===== src/design/aksb_pkg.sv =====
// Shared types, constants and helpers for the alpha keyed sprite blit.
`default_nettype none
package aksb_pkg;

	localparam int CFG_W = 13;
	localparam int CNT_W = 12;
	localparam int PIX_W = 32;
	localparam int IDX_W = 24;
	localparam int ALPHA_LSB = 24;
	localparam int DEF_SCREEN_WIDTH = 1280;
	localparam int DEF_SCREEN_HEIGHT = 1024;
	localparam int Q_DEPTH = 2;
	localparam int Q_AW = 1;

	localparam logic [CFG_W-1:0] SIZE_MIN = 13'd1;
	localparam logic [CFG_W-1:0] SIZE_MAX = 13'd4096;

	localparam logic [1:0] REG_ORIGIN_X = 2'd0;
	localparam logic [1:0] REG_ORIGIN_Y = 2'd1;
	localparam logic [1:0] REG_IMAGE_WIDTH = 2'd2;
	localparam logic [1:0] REG_IMAGE_HEIGHT = 2'd3;

	typedef struct packed {
		logic [CFG_W-1:0] origin_x;
		logic [CFG_W-1:0] origin_y;
		logic [CFG_W-1:0] image_width;
		logic [CFG_W-1:0] image_height;
	} cfg_t;

	typedef struct packed {
		logic [PIX_W-1:0] pixel;
		logic [CNT_W-1:0] col;
		logic [CNT_W-1:0] row;
		logic last;
	} qent_t;

	function automatic logic [CFG_W-1:0] clamp_size(input logic [CFG_W-1:0] v);
		logic [CFG_W-1:0] r;
		r = v;
		if (v == '0) r = SIZE_MIN;
		else if (v > SIZE_MAX) r = SIZE_MAX;
		return r;
	endfunction

endpackage
`default_nettype wire


===== src/design/aksb_if.sv =====
// Stream interfaces for source pixel beats and result beats.
`default_nettype none
interface aksb_pix_if import aksb_pkg::*; ();
	logic valid;
	logic ready;
	logic [PIX_W-1:0] source_pixel;
	modport source (output valid, output source_pixel, input ready);
	modport sink (input valid, input source_pixel, output ready);
endinterface

interface aksb_res_if import aksb_pkg::*; ();
	logic valid;
	logic ready;
	logic write_enable;
	logic [IDX_W-1:0] word_index;
	logic [PIX_W-1:0] pixel_value;
	logic out_of_bounds;
	logic last_of_image;
	modport source (output valid, output write_enable, output word_index,
		output pixel_value, output out_of_bounds, output last_of_image, input ready);
	modport sink (input valid, input write_enable, input word_index,
		input pixel_value, input out_of_bounds, input last_of_image, output ready);
endinterface
`default_nettype wire


===== src/design/aksb_front.sv =====
// Front end: accepts pixel beats and tags each with its sprite position.
`default_nettype none
module aksb_front import aksb_pkg::*; (
	input wire logic clk,
	input wire logic arst_n,
	input wire cfg_t cfg,
	aksb_pix_if.sink src,
	output qent_t push_data,
	output logic push_valid,
	input wire logic push_ready
);
	logic [CNT_W-1:0] col_q;
	logic [CNT_W-1:0] row_q;
	logic [CFG_W-1:0] w;
	logic [CFG_W-1:0] h;
	logic last_col;
	logic last_row;
	logic take;

	always_comb begin
		w = clamp_size(cfg.image_width);
		h = clamp_size(cfg.image_height);
		last_col = ({1'b0, col_q} + CFG_W'(1)) >= w;
		last_row = ({1'b0, row_q} + CFG_W'(1)) >= h;
		push_data.pixel = src.source_pixel;
		push_data.col = col_q;
		push_data.row = row_q;
		push_data.last = last_col & last_row;
	end

	assign push_valid = src.valid;
	assign src.ready = push_ready;
	assign take = src.valid & push_ready;

	always_ff @(posedge clk or negedge arst_n) begin
		if (!arst_n) begin
			col_q <= '0;
			row_q <= '0;
		end else if (take) begin
			if (last_col) begin
				col_q <= '0;
				row_q <= last_row ? '0 : row_q + CNT_W'(1);
			end else begin
				col_q <= col_q + CNT_W'(1);
			end
		end
	end
endmodule
`default_nettype wire


===== src/design/aksb_queue.sv =====
// Two-entry queue between the front end and the address back end.
`default_nettype none
module aksb_queue import aksb_pkg::*; (
	input wire logic clk,
	input wire logic arst_n,
	input wire qent_t push_data,
	input wire logic push_valid,
	output logic push_ready,
	output qent_t pop_data,
	output logic pop_valid,
	input wire logic pop_ready
);
	qent_t mem_q [Q_DEPTH];
	logic [Q_AW-1:0] wr_ptr_q;
	logic [Q_AW-1:0] rd_ptr_q;
	logic [Q_AW:0] count_q;
	logic push;
	logic pop;

	assign push_ready = count_q != (Q_AW+1)'(Q_DEPTH);
	assign pop_valid = count_q != '0;
	assign pop_data = mem_q[rd_ptr_q];
	assign push = push_valid & push_ready;
	assign pop = pop_valid & pop_ready;

	always_ff @(posedge clk) begin
		if (push) mem_q[wr_ptr_q] <= push_data;
	end

	always_ff @(posedge clk or negedge arst_n) begin
		if (!arst_n) begin
			wr_ptr_q <= '0;
			rd_ptr_q <= '0;
			count_q <= '0;
		end else begin
			if (push) wr_ptr_q <= wr_ptr_q + Q_AW'(1);
			if (pop) rd_ptr_q <= rd_ptr_q + Q_AW'(1);
			if (push & ~pop) count_q <= count_q + (Q_AW+1)'(1);
			else if (pop & ~push) count_q <= count_q - (Q_AW+1)'(1);
		end
	end
endmodule
`default_nettype wire


===== src/design/aksb_back.sv =====
// Back end: word index multiply and add, bounds test and result register.
`default_nettype none
module aksb_back import aksb_pkg::*; #(
	parameter int SCREEN_WIDTH = DEF_SCREEN_WIDTH,
	parameter int SCREEN_HEIGHT = DEF_SCREEN_HEIGHT
) (
	input wire logic clk,
	input wire logic arst_n,
	input wire cfg_t cfg,
	input wire qent_t pop_data,
	input wire logic pop_valid,
	output logic pop_ready,
	aksb_res_if.source dst
);
	localparam logic signed [CFG_W:0] SW_C = (CFG_W+1)'(SCREEN_WIDTH);
	localparam logic [CFG_W:0] SW_U = (CFG_W+1)'(SCREEN_WIDTH);
	localparam logic [CFG_W:0] SH_U = (CFG_W+1)'(SCREEN_HEIGHT);

	logic valid_s1;
	logic [PIX_W-1:0] pixel_s1;
	logic [CNT_W-1:0] col_s1;
	logic last_s1;
	logic signed [2*CFG_W+1:0] prod_s1;

	logic valid_s2;
	logic we_s2;
	logic [IDX_W-1:0] idx_s2;
	logic [PIX_W-1:0] pixel_s2;
	logic oob_s2;
	logic last_s2;

	logic ready_s1;
	logic ready_s2;
	logic signed [CFG_W:0] row_sum;
	logic [CFG_W-1:0] w;
	logic [CFG_W-1:0] h;
	logic oob;
	logic [IDX_W-1:0] idx;

	assign ready_s2 = ~valid_s2 | dst.ready;
	assign ready_s1 = ~valid_s1 | ready_s2;
	assign pop_ready = ready_s1;

	always_comb begin
		row_sum = $signed({cfg.origin_y[CFG_W-1], cfg.origin_y}) +
			$signed({2'b00, pop_data.row});
		w = clamp_size(cfg.image_width);
		h = clamp_size(cfg.image_height);
		oob = cfg.origin_x[CFG_W-1] | cfg.origin_y[CFG_W-1] |
			(({1'b0, cfg.origin_x} + {1'b0, w}) > SW_U) |
			(({1'b0, cfg.origin_y} + {1'b0, h}) > SH_U);
		idx = prod_s1[IDX_W-1:0] +
			{{(IDX_W-CFG_W){cfg.origin_x[CFG_W-1]}}, cfg.origin_x} +
			{{(IDX_W-CNT_W){1'b0}}, col_s1};
	end

	always_ff @(posedge clk) begin
		if (ready_s1 & pop_valid) begin
			pixel_s1 <= pop_data.pixel;
			col_s1 <= pop_data.col;
			last_s1 <= pop_data.last;
			prod_s1 <= (2*CFG_W+2)'(row_sum) * (2*CFG_W+2)'(SW_C);
		end
		if (ready_s2 & valid_s1) begin
			pixel_s2 <= pixel_s1;
			idx_s2 <= idx;
			oob_s2 <= oob;
			we_s2 <= (pixel_s1[PIX_W-1:ALPHA_LSB] != '0) & ~oob;
			last_s2 <= last_s1;
		end
	end

	always_ff @(posedge clk or negedge arst_n) begin
		if (!arst_n) begin
			valid_s1 <= 1'b0;
			valid_s2 <= 1'b0;
		end else begin
			if (ready_s1) valid_s1 <= pop_valid;
			if (ready_s2) valid_s2 <= valid_s1;
		end
	end

	assign dst.valid = valid_s2;
	assign dst.write_enable = we_s2;
	assign dst.word_index = idx_s2;
	assign dst.pixel_value = pixel_s2;
	assign dst.out_of_bounds = oob_s2;
	assign dst.last_of_image = last_s2;
endmodule
`default_nettype wire


===== src/design/alpha_keyed_sprite_blit.sv =====
// Top level of the alpha keyed sprite blit address generator.
// Program origin_x, origin_y, image_width and image_height through the
// cfg_we / cfg_index / cfg_data port while the block is idle, then stream
// the sprite's ARGB pixels in row-major order on src, one pixel per beat.
// Each pixel beat yields one result beat on dst: the framebuffer word index,
// the pixel unchanged, a write enable set for nonzero alpha on an on-screen
// sprite, the out-of-bounds flag and a last-of-image marker.
// Throughput is one beat per cycle while dst is ready. An accepted pixel is
// written to the queue, moves from there into the multiply stage register and
// then into the dst register, from which its result beat is offered.
// The index multiply by the screen width is the one registered multiplier.
// A two-entry queue parts the counting front end from the address back end,
// so src keeps flowing while a result waits; when dst stalls the back end
// holds, the queue fills and src ready drops once both entries are held.
// Reset clears the position counters, the queue and the pipeline valids and
// returns the registers to origin zero and a one by one sprite. Register
// writes leave the counters untouched.
`default_nettype none
module alpha_keyed_sprite_blit import aksb_pkg::*; #(
	parameter int SCREEN_WIDTH = DEF_SCREEN_WIDTH,
	parameter int SCREEN_HEIGHT = DEF_SCREEN_HEIGHT
) (
	input wire logic clk,
	input wire logic arst_n,
	input wire logic cfg_we,
	input wire logic [1:0] cfg_index,
	input wire logic [CFG_W-1:0] cfg_data,
	aksb_pix_if.sink src,
	aksb_res_if.source dst
);
	cfg_t cfg_q;
	qent_t push_data;
	qent_t pop_data;
	logic push_valid;
	logic push_ready;
	logic pop_valid;
	logic pop_ready;

	always_ff @(posedge clk or negedge arst_n) begin
		if (!arst_n) begin
			cfg_q.origin_x <= '0;
			cfg_q.origin_y <= '0;
			cfg_q.image_width <= SIZE_MIN;
			cfg_q.image_height <= SIZE_MIN;
		end else if (cfg_we) begin
			unique case (cfg_index)
				REG_ORIGIN_X: cfg_q.origin_x <= cfg_data;
				REG_ORIGIN_Y: cfg_q.origin_y <= cfg_data;
				REG_IMAGE_WIDTH: cfg_q.image_width <= cfg_data;
				REG_IMAGE_HEIGHT: cfg_q.image_height <= cfg_data;
			endcase
		end
	end

	aksb_front u_front (
		.clk(clk),
		.arst_n(arst_n),
		.cfg(cfg_q),
		.src(src),
		.push_data(push_data),
		.push_valid(push_valid),
		.push_ready(push_ready)
	);

	aksb_queue u_queue (
		.clk(clk),
		.arst_n(arst_n),
		.push_data(push_data),
		.push_valid(push_valid),
		.push_ready(push_ready),
		.pop_data(pop_data),
		.pop_valid(pop_valid),
		.pop_ready(pop_ready)
	);

	aksb_back #(
		.SCREEN_WIDTH(SCREEN_WIDTH),
		.SCREEN_HEIGHT(SCREEN_HEIGHT)
	) u_back (
		.clk(clk),
		.arst_n(arst_n),
		.cfg(cfg_q),
		.pop_data(pop_data),
		.pop_valid(pop_valid),
		.pop_ready(pop_ready),
		.dst(dst)
	);
endmodule
`default_nettype wire

===== src/flat_wrapper.sv =====
// flat-port wrapper written by rule: the top's interface ports become plain ports
module alpha_keyed_sprite_blit_flat import aksb_pkg::*;
#(
	parameter int SCREEN_WIDTH = DEF_SCREEN_WIDTH,
	parameter int SCREEN_HEIGHT = DEF_SCREEN_HEIGHT
)
  (clk, arst_n, cfg_we, cfg_index, cfg_data, src_valid, src_source_pixel, src_ready, dst_valid, dst_write_enable, dst_word_index, dst_pixel_value, dst_out_of_bounds, dst_last_of_image, dst_ready);
  aksb_pix_if src_i ();
  aksb_res_if dst_i ();
  input wire logic clk;
  input wire logic arst_n;
  input wire logic cfg_we;
  input wire logic [1:0] cfg_index;
  input wire logic [CFG_W-1:0] cfg_data;
  input wire logic [$bits(src_i.valid)-1:0] src_valid;
  input wire logic [$bits(src_i.source_pixel)-1:0] src_source_pixel;
  output wire logic [$bits(src_i.ready)-1:0] src_ready;
  output wire logic [$bits(dst_i.valid)-1:0] dst_valid;
  output wire logic [$bits(dst_i.write_enable)-1:0] dst_write_enable;
  output wire logic [$bits(dst_i.word_index)-1:0] dst_word_index;
  output wire logic [$bits(dst_i.pixel_value)-1:0] dst_pixel_value;
  output wire logic [$bits(dst_i.out_of_bounds)-1:0] dst_out_of_bounds;
  output wire logic [$bits(dst_i.last_of_image)-1:0] dst_last_of_image;
  input wire logic [$bits(dst_i.ready)-1:0] dst_ready;
  assign src_i.valid = src_valid;
  assign src_i.source_pixel = src_source_pixel;
  assign src_ready = src_i.ready;
  assign dst_valid = dst_i.valid;
  assign dst_write_enable = dst_i.write_enable;
  assign dst_word_index = dst_i.word_index;
  assign dst_pixel_value = dst_i.pixel_value;
  assign dst_out_of_bounds = dst_i.out_of_bounds;
  assign dst_last_of_image = dst_i.last_of_image;
  assign dst_i.ready = dst_ready;
  alpha_keyed_sprite_blit #(.SCREEN_WIDTH(SCREEN_WIDTH), .SCREEN_HEIGHT(SCREEN_HEIGHT)) u_core (.clk(clk), .arst_n(arst_n), .cfg_we(cfg_we), .cfg_index(cfg_index), .cfg_data(cfg_data), .src(src_i), .dst(dst_i));
endmodule

===== config.mk =====
export PLATFORM = sky130hd
export DESIGN_NAME = alpha_keyed_sprite_blit_flat
export DESIGN_NICKNAME = d
export VERILOG_FILES = /design/src/design/aksb_pkg.sv /design/src/design/aksb_if.sv /design/src/design/aksb_front.sv /design/src/design/aksb_queue.sv /design/src/design/aksb_back.sv /design/src/design/alpha_keyed_sprite_blit.sv /design/src/flat_wrapper.sv
export SDC_FILE = /design/constraint.sdc
export NUM_CORES = 1
export LEC_CHECK = 0
export BUFFER_PORTS_ARGS = -buffer_cell sky130_fd_sc_hd__buf_2
export CAP_MARGIN = 30
export CORE_MARGIN = 2
export CORE_UTILIZATION = 45
export CTS_BUF_LIST = sky130_fd_sc_hd__clkbuf_8
export CTS_CLUSTER_DIAMETER = 50
export DETAILED_ROUTE_END_ITERATION = 16
export HOLD_SLACK_MARGIN = 0.15
export SLEW_MARGIN = 40
export SYNTH_ARGS = -nofsm -noshare
export SYNTH_HDL_FRONTEND = slang
export SYNTH_SLANG_ARGS = --single-unit

===== constraint.sdc =====
create_clock -name clk -period 12.35 [get_ports clk]
set_input_delay 1.8525 -clock clk [delete_from_list [all_inputs] [get_ports clk]]
set_output_delay 1.8525 -clock clk [all_outputs]
set_load 0.1 [all_outputs]

==> summary by stage, run 1 <==
Critical path
The most frequent cell on the critical path is ha_1. STA classifies the critical path endpoint as a flip-flop. Data on the critical path arrives at its endpoint at about 5400 ps. The startpoint identified for the worst register-to-register timing path is u_core.u_queue.rd_ptr_q. The maximum fanout along the worst path is 14. The depth of the worst register-to-register path is 18.

The critical path goes through mux2i_1 -> inv_1 -> ha_1 -> a21o_1 -> a21oi_1 -> nand2b_1 -> a21boi_1 -> o311a_1 -> a2111oi_2 -> xnor2_1 -> ha_1 -> ha_1 -> or2_2 -> a31oi_1 -> o21bai_1 -> a2111oi_0 -> nor3_1 -> xor2_1. The endpoint required time on the critical path is 12690 ps. For this run, the slowest stage of the critical path takes around 550 ps. The source of the critical timing path is u_core.u_queue.rd_ptr_q. The worst setup path is of the flip-flop to flip-flop kind.

On the critical path, the stage with the largest delay is an instance of dfrtp_2. The startpoint kind of the worst setup timing path is a flip-flop.

Global route
The total grt overflow is 0. The pin count of the biggest net entering global routing is between 70 and 80. The number of antenna violations at the first check in global routing was 0. The via count of the first global-routing pass is 9611. The first global-routing pass estimated about 49000 µm of wire. Global routing consumed, over all layers together, between 10% and 20% of the routing resources.

Floorplan
The die span in y is 191 µm. The floorplan step defined a die boundary enclosing 36400 µm². The core region is about 34000 µm². 113 I/O pins were placed. In this run the horizontal extent of the chip is approximately 190 µm.

The placement row count is between 60 and 70. The initial utilization of the core area, before any placement, comes to 45.6%.

Logic synthesis
The flip-flop and latch count after synthesis is around 320. The mean area per synthesized cell is between 10 and 15 µm². The post-synthesis cell count is about 1200. When the netlist entered floorplanning its net count stood at between 1000 and 1500.

Counting flops with an async set or reset pin after synthesis yields a share of roughly a quarter. The number of distinct library cells after synthesis is 67. During synthesis, Yosys emitted a total of 0 warnings. The synthesized design contains approximately 230 enable-type register cells. The post-synthesis sequential area ratio is between 50% and 60%. After synthesis the cells add up to about 16000 µm².

The most common flop cell mapped by yosys is edfxtp_1.

Place
In this run, placement finished with an instance count of 1710. Before CTS, the worst setup slack after placement is around 7300 ps. The count of input and output buffers is between 100 and 150. After legalization and detailed placement, the total HPWL measured ~21000 µm. The global placer's final weighted congestion is roughly 0.87.

Clocking
The count of cells resized by post-cts repair is 0. The number of hold buffers added after CTS was 0. The clock tree synthesis step divided the H-tree into 2 levels.

The later-pin clock latency in the skew report is around 630 ps. After clock tree synthesis, the clock-pin slew on the worst setup and hold paths is about 60 ps. The number of buffers inserted during clock tree synthesis is between 50 and 60. Clock tree synthesis selected as its root buffer the cell clkbuf_8. The CTS tree is yes. The number of buffers inserted to repair setup after CTS is 0. In this run the deepest clock path goes through 3 buffers.

The number of clock sinks is roughly 320.

Timing
The number of endpoints with negative hold slack in the final report came to 0. The final max-slew violation count is 0. The clock arrives with between 30 and 40 ps of skew. The slew at the pin closest to its max-slew limit is between 700 and 800 ps. Dividing the final minimum period by the clock period gives 40.6%. The total negative slack is 0 ps. The remaining max-slew budget at the tightest pin is roughly 50%.

After layout, the worst setup slack is ~7300 ps. The time the worst path needs with I/O delays and setup is roughly 5000 ps. The setup-violating endpoint count in the final report is 0.

Across all hold checks on the routed design, the worst slack comes to just under 400 ps. Static timing analysis puts the maximum clock frequency at ~200 MHz. Setup repair after global routing left no endpoint under its margin.

Routing
The total DRC errors in the routed layout is 0. The number of vias after detailed routing is approximately 9400. Dividing the detail-routed via count by the number of cells gives around 5.2. Once detail routing completed, the nets flagged for antenna violations numbered 0. After detailed routing, the average wire length per cell comes to between 15 and 20 µm. The number of DRC markers in iteration 0 is between 300 and 400. After detailed routing, the total wire length is roughly 30000 µm. The number of optimization iterations in the first detailed-route pass is 5.

Hold path
The worst hold path belongs to the class flip-flop to flip-flop. Counting instances, the worst hold path has a depth of 0. The worst hold path begins at u_core.u_back.last_s1.

Final layout
The number of diodes is 0. For this run, the number of standard cells in the final layout without fillers is about 1800. The share of cells above drive strength 1 is between 20 and 25%. After the last flow step, the layout net total stands at about 1500. The synthesis-to-layout area growth is 13.9%.

Run status
The run finished with clean final reports.

Run
The count of max-cap constraint violations is 0.
[registers in the layout, indices dropped and copies added, names as in the netlist, 2 cells and up]
| name | flops |
|---|---|
| u_core.u_queue.count_q | 2 |
| u_core.u_back.prod_s1 | 16 |
| u_core.u_front.col_q | 12 |
| u_core.u_back.dst.word_index | 24 |
| u_core.u_back.pixel_s1 | 32 |
| u_core.u_back.col_s1 | 12 |
| u_core.u_back.dst.pixel_value | 32 |
| u_core.u_queue.mem_q | 114 |
| u_core.u_front.row_q | 12 |
| u_core.cfg_q | 52 |
[placed cells by master (no fill, tap or decap), drive strengths merged, types with 14 or more instances in the layout]
cell / instances
edfxtp: 234
xnor2: 55
nand2: 74
buf: 121
inv: 65
ha: 133
a21o: 18
clkinv: 17
nor2b: 14
nor2: 40
dfrtp: 80
nand2b: 19
o21ai: 49
mux2: 107
clkbuf: 56
a21oi: 45
xor2: 28
nand3: 29
[cells in the mapped netlist (5+ instances only)]
master	n	area, µm²
dfrtp_1	80	2000
xnor2_1	55	482
o21ai_0	43	215
o31ai_1	5	37.5
fa_1	9	180
nor2_1	40	150
o21bai_1	10	75.1
nand2_1	74	278
nor4_1	9	56.3
clkbuf_1	9	33.8
ha_1	133	1660
or2_2	6	37.5
o21ai_1	6	30.0
xor2_1	28	245
nand3_1	29	145
a31oi_1	7	43.8
edfxtp_1	234	7030
or3_1	9	56.3
nor3_1	12	60.1
a21oi_1	43	215
inv_1	51	191
buf_1	7	26.3
and3_1	10	62.6
a21o_1	18	135
nand4_1	5	31.3
nor2b_1	14	87.6
mux2_2	107	1200
nand2b_1	19	119
o21a_1	9	67.6
[kinds of logic (layout without fill, tap and decap cells)]
logic type	after synthesis	after routing	synth area share, %
mux	109	109	7.80
buf+inv	68	265	1.67
compound gates	190	190	8.66
xor+xnor	83	83	4.63
flops	316	316	57.8
simple gates	243	243	7.68
fa+ha+maj	142	142	11.7
[critical path, delay by kind of cell (launching register included)]
kind	cells	cell delay (ps)
mux	1	320
flops	1	550
xor+xnor	2	350
compound gates	8	1980
simple gates	3	540
buf+inv	1	70
fa+ha+maj	3	910
[per-layer routing]
layer  GRT usage (%)  vias up  part of all wire [%]
li1                -     4639                     -
met1            22.9     4506                    47
met2            27.9      199                    46
met3            3.70       51                   5.1
met4            6.38        0                   2.5
met5               0        -                     0
[worst paths after layout]
check                                                       end  slack (ps)
worst min register to register  u_core.u_back.dst.last_of_image         390
worst max-delay path                  u_core.u_back.prod_s1[23]        7340
worst min-delay path            u_core.u_back.dst.last_of_image         390
min in group asynchronous               u_core.u_front.row_q[8]        1020
worst max register to register        u_core.u_back.prod_s1[23]        7340
max in group asynchronous                      u_core.cfg_q[15]       10390
[stage by stage]
step,utilization (%),cell area (µm²)
3_3_place_gp,48.9,16900
3_5_place_dp,48.9,16900
4_1_cts,51.9,17900
6_report,51.9,17900
2_1_floorplan,-,15700
5_1_grt,51.9,17900
[cell type report]
cell class	instances	area [µm²]
multi-input cells	767	6380
repair buffers	121	649
clock buffers	56	771
fillers	3004	16600
flip-flops and latches	316	9080
inverters	51	191
well taps	455	569
clock inverters	37	248
Power of run 1 is not shown: default switching activity piles up to over one toggle a cycle in this logic, so the estimate is an artifact.
==> inputs of run 2 (changes only) <==
Clock period 12.35 ns to 4.7 ns, I/O delays scaled along.
==> run 2 against run 1 <==
  * Non-clock buffer count is 13 higher
  * Worst setup slack worse by 7100 ps
  * Sequential share of layout area is 0.95 points lower
  * Wire length is 3.7% higher
  * Critical endpoint unchanged
==> summary by stage, run 2 (synthesized netlist as in run 1, its figures left out) <==
Run status
The run finished with clean final reports.

Routing
The number of DRC markers in iteration 0 came to 389 (+2.6%). The total DRC errors in the routed layout is 0 (unchanged). The average wire per standard cell is 17.2 µm (+2.4%). The number of optimization iterations in the first detailed-route pass is 4 (-1). The total wire length is 31400 µm (+3.7%).

The number of vias after detailed routing came to 9477 (+0.87%). The number of antenna-violating nets in the routed design is 0 (unchanged). The number of vias per cell after detailed routing came to 5.19 (-0.45%).

Clocking
The clock-pin transition on the worst setup and hold timing paths is 60 ps (about the same). The number of H-tree branching levels is 2 (unchanged). The deepest clock path buffer count is 3 (unchanged). The later-pin clock latency in the skew report is 640 ps (about the same). In this run the clock root is driven by a clkbuf_8. The CTS tree is yes. The number of buffers inserted during clock tree synthesis is 56 (+7.7%).

The number of clock sinks came to 316 (unchanged).

Floorplan
The die outline area is 36400 µm² (unchanged). The die boundary width is 191 µm (unchanged). The I/O pin count was 113 (unchanged).

The die span in y is 191 µm (unchanged). The starting density of the core is 45.6% (unchanged). The placement row count is 68 (unchanged).

The area of the placeable core was 34500 µm² (unchanged).

Critical path
The slowest stage of the critical path belongs to the cell dfrtp_2. The critical path in this run is classified as flip-flop to flip-flop. The data arrival at the endpoint of the critical path is 4840 ps (-510 ps). The signal on the critical path passes through buf_6 -> mux2_2 -> ha_2 -> nand2b_4 -> a21boi_2 -> nor2_1 -> xnor2_1 -> ha_1 -> ha_1 -> a21o_1 -> a21oi_2 -> o21bai_1 -> a211o_1 -> a31oi_4 -> o21bai_1 -> a2111oi_1 -> nor3_1 -> xor2_1. STA classifies the critical path startpoint as a flip-flop. The maximum fanout along the worst path is 11 (-3). The buffering stage count on the worst path with inverters included is 1 (unchanged).

The top cell family by delay on the critical path is compound AO/OA/AOI/OAI gates. The worst setup path is captured at a flip-flop. The delay of the slowest critical-path stage is 430 ps (-120 ps). The endpoint required time on the critical path is 5040 ps (-7650 ps).

Global route
The wire length of the first global-routing pass came to 49400 µm (+0.89%). The via count of the first global-routing pass is 9445 (-1.7%). The overall fraction of global-route tracks in use is 17.5% (+0.22 points). The total grt overflow is 0 (unchanged). The pin count of the biggest net entering global routing is 58 (-26%). The number of antenna violations at the first check in global routing is 0 (unchanged).

Final layout
The largest registers in the layout are u_core.u_queue.mem_q (114), u_core.cfg_q (52). The flip-flop count of the largest register after layout was 114 (unchanged). More flip-flops sit in one register than any other, and that register is u_core.u_queue.mem_q. In the layout the commonest cells are edfxtp_1, ha_1, buf_2.

The number of cells in the finished layout apart from fillers was 1827 (+1.3%). The final net count was 1520 (+1.1%). The synthesis-to-layout area growth is 16.1%. The number of diodes came to 0 (unchanged). The library cell used most frequently in the layout, excluding fill and tap cells, is edfxtp_1.

The share of cells above drive strength 1 is 26.3% (+2.3 points). The number of fillers in the final layout was 2976 (-0.93%).

Place
The post-placement worst setup slack came to -17.9 ps (-7350 ps). The number of placed instances, taps included is 1716 (+0.35%). The count of input and output buffers was 112 (unchanged). The global placer's final weighted congestion is 0.897 (+3.6%). The half-perimeter wire length of the detailed placement result is 22200 µm (+3.4%).

Timing
The time the worst path needs with I/O delays and setup is 4510 ps (-505 ps). The maximum frequency from static timing analysis is 222 MHz (+11%). The number of endpoints with negative hold slack in the final report came to 0 (unchanged). The remaining max-slew budget at the tightest pin was 47.3% (-1.8 points).

The slew at the pin closest to its max-slew limit was 790 ps (+29.0 ps). The setup-violating endpoint count in the final report is 0 (unchanged). The post-route worst hold slack is 256 ps (-138 ps). Setup repair after global routing could not meet its margin everywhere. The worst path setup slack after routing is 195 ps (-7150 ps).

The final cycle utilization of the critical path is 95.9% (+55 points). The total negative slack is 0 ps (unchanged). The final setup skew is 43.9 ps (+9.10 ps). The final max-slew violation count is 0 (unchanged).

Run
The count of max-cap constraint violations came to 0 (unchanged).

Hold path
The path type of the worst min-delay path is input pin to flip-flop.
[run 2: cell types whose count changed in the layout (fill, tap and decap cells not counted), moves of 3 or more]
cell / before / now
clkinv_1: 12 / 6
buf_4: 5 / 20
ha_1: 133 / 129
buf_6: 5 / 2
inv_1: 63 / 74
ha_4: 0 / 3
[run 2: routing by layer]
layer	vias to the layer above	routed length, µm	part of all wire, %	GRT usage [%]
li1	4688	-	-	-
met1	4579	14900	48	23.8
met2	166	14500	46	28.2
met3	44	1480	4.7	3.85
met4	0	520	1.7	5.01
met5	-	0	0	0
[run 2: timing repair]
action | 4_1_cts | 5_1_grt
pin swaps | 0 | 18
endpoints found under the setup margin | 1 | 2
resized for setup | 2 | 21
hold endpoints to repair | 41 | 0
hold buffers | 1 | 0
setup buffers | 0 | 6
[run 2: cell type report]
class / instances / area, µm² / share of cell area [%]
sequential: 316 / 9080 / 49.8
tap: 455 / 569 / 3.12
inverter: 51 / 191 / 1.05
clock inverter: 47 / 355 / 1.95
timing repair buffer: 134 / 738 / 4.05
multi-input combinational: 767 / 6510 / 35.7
clock buffer: 57 / 785 / 4.30
[run 2: worst register-to-register path: cells and delay by family, from the launching register on]
kind	cells	cell delay (ps)
AND/OR/NAND/NOR	3	240
XOR/XNOR	2	380
AO/OA/AOI/OAI	8	1620
flip-flops	1	430
adder cells (fa/ha/maj)	3	990
multiplexers	1	350
buffers and inverters	1	190
[run 2: worst paths after layout]
path | from | to | slack, ps | cells after the start
worst min register to register | u_core.u_back.pixel_s1[11] | u_core.u_back.dst.pixel_value[11] | 420 | 0
worst min-delay path | src_source_pixel[2] | u_core.u_queue.mem_q[0][27] | 260 | 1
min in group asynchronous | arst_n | u_core.u_front.row_q[8] | 620 | 2
max in group asynchronous | arst_n | u_core.cfg_q[13] | 3100 | 3
worst max register to register | u_core.u_queue.rd_ptr_q | u_core.u_back.prod_s1[23] | 190 | 18
worst max-delay path | u_core.u_queue.rd_ptr_q | u_core.u_back.prod_s1[23] | 190 | 18
[run 2: metrics by stage]
stage	util (%)	cell area, µm²
finish	52.9	18200
global route	52.9	18200
CTS	52.5	18100
detailed placement	49.1	16900
global placement	49.1	16900
floorplan	-	15700
Power of run 2 is left out for the same reason.
==> inputs of run 3 (changes only) <==
Settings changed: CTS_BUF_LIST sky130_fd_sc_hd__clkbuf_8 to sky130_fd_sc_hd__clkbuf_8 sky130_fd_sc_hd__clkbuf_16, PLACE_DENSITY from default to 0.74.
==> run 3 against run 2 <==
  * Global-route usage fell by 0.24 points
  * First-iteration DRC count is 54% higher
  * Cell count shrank 2.0%
  * Die area is the same
  * Critical path depth increased by 2
  * Sequential share of layout area decreased by 0.31 points
  * Count of clock-buffer cells in the layout is 19 lower
  * Wire length decreased by 0.25%
  * Core utilization grew 0.33 points
  * Flip-flop and latch count stayed put
  * Via count rose by 1.9%
==> summary by stage, run 3 (synthesized netlist as in run 1, its figures left out) <==
Final layout
The number of diodes came to 0 (unchanged). The largest registers in the layout are u_core.u_queue.mem_q (114), u_core.cfg_q (52). The register with the most flip-flops in the final layout is u_core.u_queue.mem_q. Leaving out fill and tap cells, the most frequent cell in the layout is edfxtp_1.

The share of cells above drive strength 1 was 25.2% (-1.1 points). The register area is 9080 µm² (unchanged). The flip-flop count of the largest register after layout is 114 (unchanged). Compared with the post-synthesis result, the final layout area differs by 16.8%. The final net count is 1501 (-1.3%). The number of fillers in the final layout is 2834 (-4.8%). The utilization of the core after routing is 53.3% (+0.33 points). In the layout the commonest cells are edfxtp_1, ha_1, buf_2.

The multi-input gate area in the final layout is 6520 µm² (+0.12%).

Clocking
The tree is rooted in a clkbuf_16. The later-pin clock latency in the skew report was 530 ps (-110 ps). The deepest clock path buffer count is 3 (unchanged). The total of hold buffers inserted after clock tree synthesis was 0 (-1). The number of buffers inserted during clock tree synthesis is 37 (-34%).

TritonCTS built the clock tree. The number of H-tree branching levels is 2 (unchanged). The number of clock sinks is 316 (unchanged). The clock-pin transition on the worst setup and hold timing paths is 60 ps (about the same).

Critical path
The category of the most critical setup path is flip-flop to flip-flop. The endpoint identified for the worst register-to-register timing path is u_core.u_back.prod_s1[23]. The data arrival at the endpoint of the critical path is 4750 ps (-90 ps). The endpoint required time on the critical path is 4970 ps (-70 ps).

The startpoint kind of the worst setup timing path is a flip-flop. The setup slack of the most critical reg-to-reg path came to 220 ps (+30 ps). The critical path starts at u_core.u_queue.rd_ptr_q. STA classifies the critical path endpoint as a flip-flop. The start of the worst register-to-register path is u_core.u_queue.rd_ptr_q.

The maximum fanout along the worst path is 4 (-7). The depth of the worst register-to-register path is 20 (+2).

Place
The global placer's final weighted congestion is 0.856 (-4.6%). The half-perimeter wire length of the detailed placement result is 22500 µm (+1.2%). The count of input and output buffers was 112 (unchanged).

Routing
The number of vias after detailed routing is 9655 (+1.9%). The total DRC errors in the routed layout is 0 (unchanged). The number of optimization iterations in the first detailed-route pass is 5 (+1). The number of vias per cell after detailed routing was 5.39 (+4.0%).

The average wire per standard cell came to 17.5 µm (+1.8%). The number of DRC markers in iteration 0 was 600 (+54%). The number of antenna-violating nets in the routed design is 0 (unchanged).

The total wire length is 31300 µm (-0.25%).

Timing
The slew at the pin closest to its max-slew limit was 765 ps (-25.1 ps). The time the worst path needs with I/O delays and setup is 4480 ps (-25.6 ps). The remaining max-slew budget at the tightest pin is 48.9% (+1.7 points).

The final cycle utilization of the critical path was 95.3% (-0.55 points). The final max-slew violation count is 0 (unchanged). The number of endpoints with negative hold slack in the final report is 0 (unchanged). The maximum frequency from static timing analysis is 223 MHz (+0.57%).

Setup repair after global routing could not meet its margin everywhere. The final setup skew is 10.4 ps (-33.6 ps). The setup-violating endpoint count in the final report is 0 (unchanged).

Floorplan
The die boundary width is 191 µm (unchanged). The die span in y came to 191 µm (unchanged). The die outline area came to 36400 µm² (unchanged). The placement row count is 68 (unchanged). The starting density of the core is 45.6% (unchanged).

The area of the placeable core is 34500 µm² (unchanged). The I/O pin count is 113 (unchanged).

Hold path
The min-delay analysis places its worst path in the category input pin to asynchronous set/reset pin.

Run status
The flow ran to the end, and the final reports show no timing, DRC or antenna violations.

Global route
The pin count of the biggest net entering global routing is 83 (+43%). The number of antenna violations at the first check in global routing was 0 (unchanged). The via count of the first global-routing pass is 9511 (+0.70%). The total grt overflow is 0 (unchanged). The wire length of the first global-routing pass was 49400 µm (about the same).

The overall fraction of global-route tracks in use came to 17.2% (-0.24 points).

Run
The count of max-cap constraint violations was 0 (unchanged).
==> run 3: cell types whose count changed in the layout (fill, tap and decap cells not counted), moves of 2 or more <==
cell       delta
inv_1        -18
a21boi_1      +2
nor2b_1       +2
clkinv_4      -2
o21ai_1       +2
a21boi_2      -2
clkbuf_8     -55
inv_6         +3
o21ai_2       -2
nor2b_2       -2
clkbuf_16    +37
buf_6         -2
==> run 3: area by class of cell <==
| class | count | area share, % |
|---|---|---|
| sequential | 316 | 49.5 |
| multi-input combinational | 767 | 35.5 |
| clock buffer | 38 | 5.12 |
| timing repair buffer | 134 | 4.07 |
| tap | 455 | 3.10 |
| clock inverter | 29 | 1.63 |
| inverter | 51 | 1.04 |
==> run 3: how the worst max path moves through the flow <==
stage | endpoint | slack (ps) | cells after the start
after detailed placement | u_core.u_back.prod_s1[22] | -5 | 19
after global routing | u_core.u_back.prod_s1[23] | -70 | 19
final | u_core.u_back.prod_s1[23] | 220 | 20
after floorplan | u_core.u_back.prod_s1[23] | 20 | 20
after CTS | u_core.u_back.prod_s1[23] | 10 | 18
after global placement | u_core.u_back.prod_s1[23] | 80 | 20
==> run 3: timing repair <==
action,in CTS,in global routing
pin swaps,0,16
gates resized for setup,2,18
endpoints found under the hold margin,0,0
setup endpoints to repair,2,3
buffers inserted,0,7
==> run 3: critical path: stages (launching register included) <==
cell,delay (ps)
dfrtp_2,440
mux2_2,240
ha_1,170
inv_1,60
fa_2,340
nor2b_1,140
o21ai_1,90
a21boi_1,190
o21ai_1,130
nor2b_1,150
xnor2_1,220
ha_1,310
ha_4,270
a21oi_2,170
o21bai_1,100
a211o_1,290
a31oi_4,230
o21bai_4,90
a2111oi_4,360
nor3_2,80
xor2_1,140
==> run 3: per-stage QoR <==
step	setup WS [ps]	instances	area [µm²]	TNS [ps]	hold slack, ps
final	221	1790	18400	0	199
after global routing	-72.6	1790	18400	-72.6	260
after CTS	11.8	1783	18200	0	254
after detailed placement	-4.79	1716	16900	-4.79	405
after global placement	83.5	1716	16900	0	401
after floorplan	24.1	1151	15700	0	400
==> run 3: layer usage <==
metal  vias up  routed length, µm  global-route usage (%)
met1      4710              14600                    24.0
met2       238              14600                    28.0
met5         -                  0                       0
met3        59               1490                    2.72
met4         0                665                    4.89
li1       4648                  -                       -
Power of run 3 is left out for the same reason.
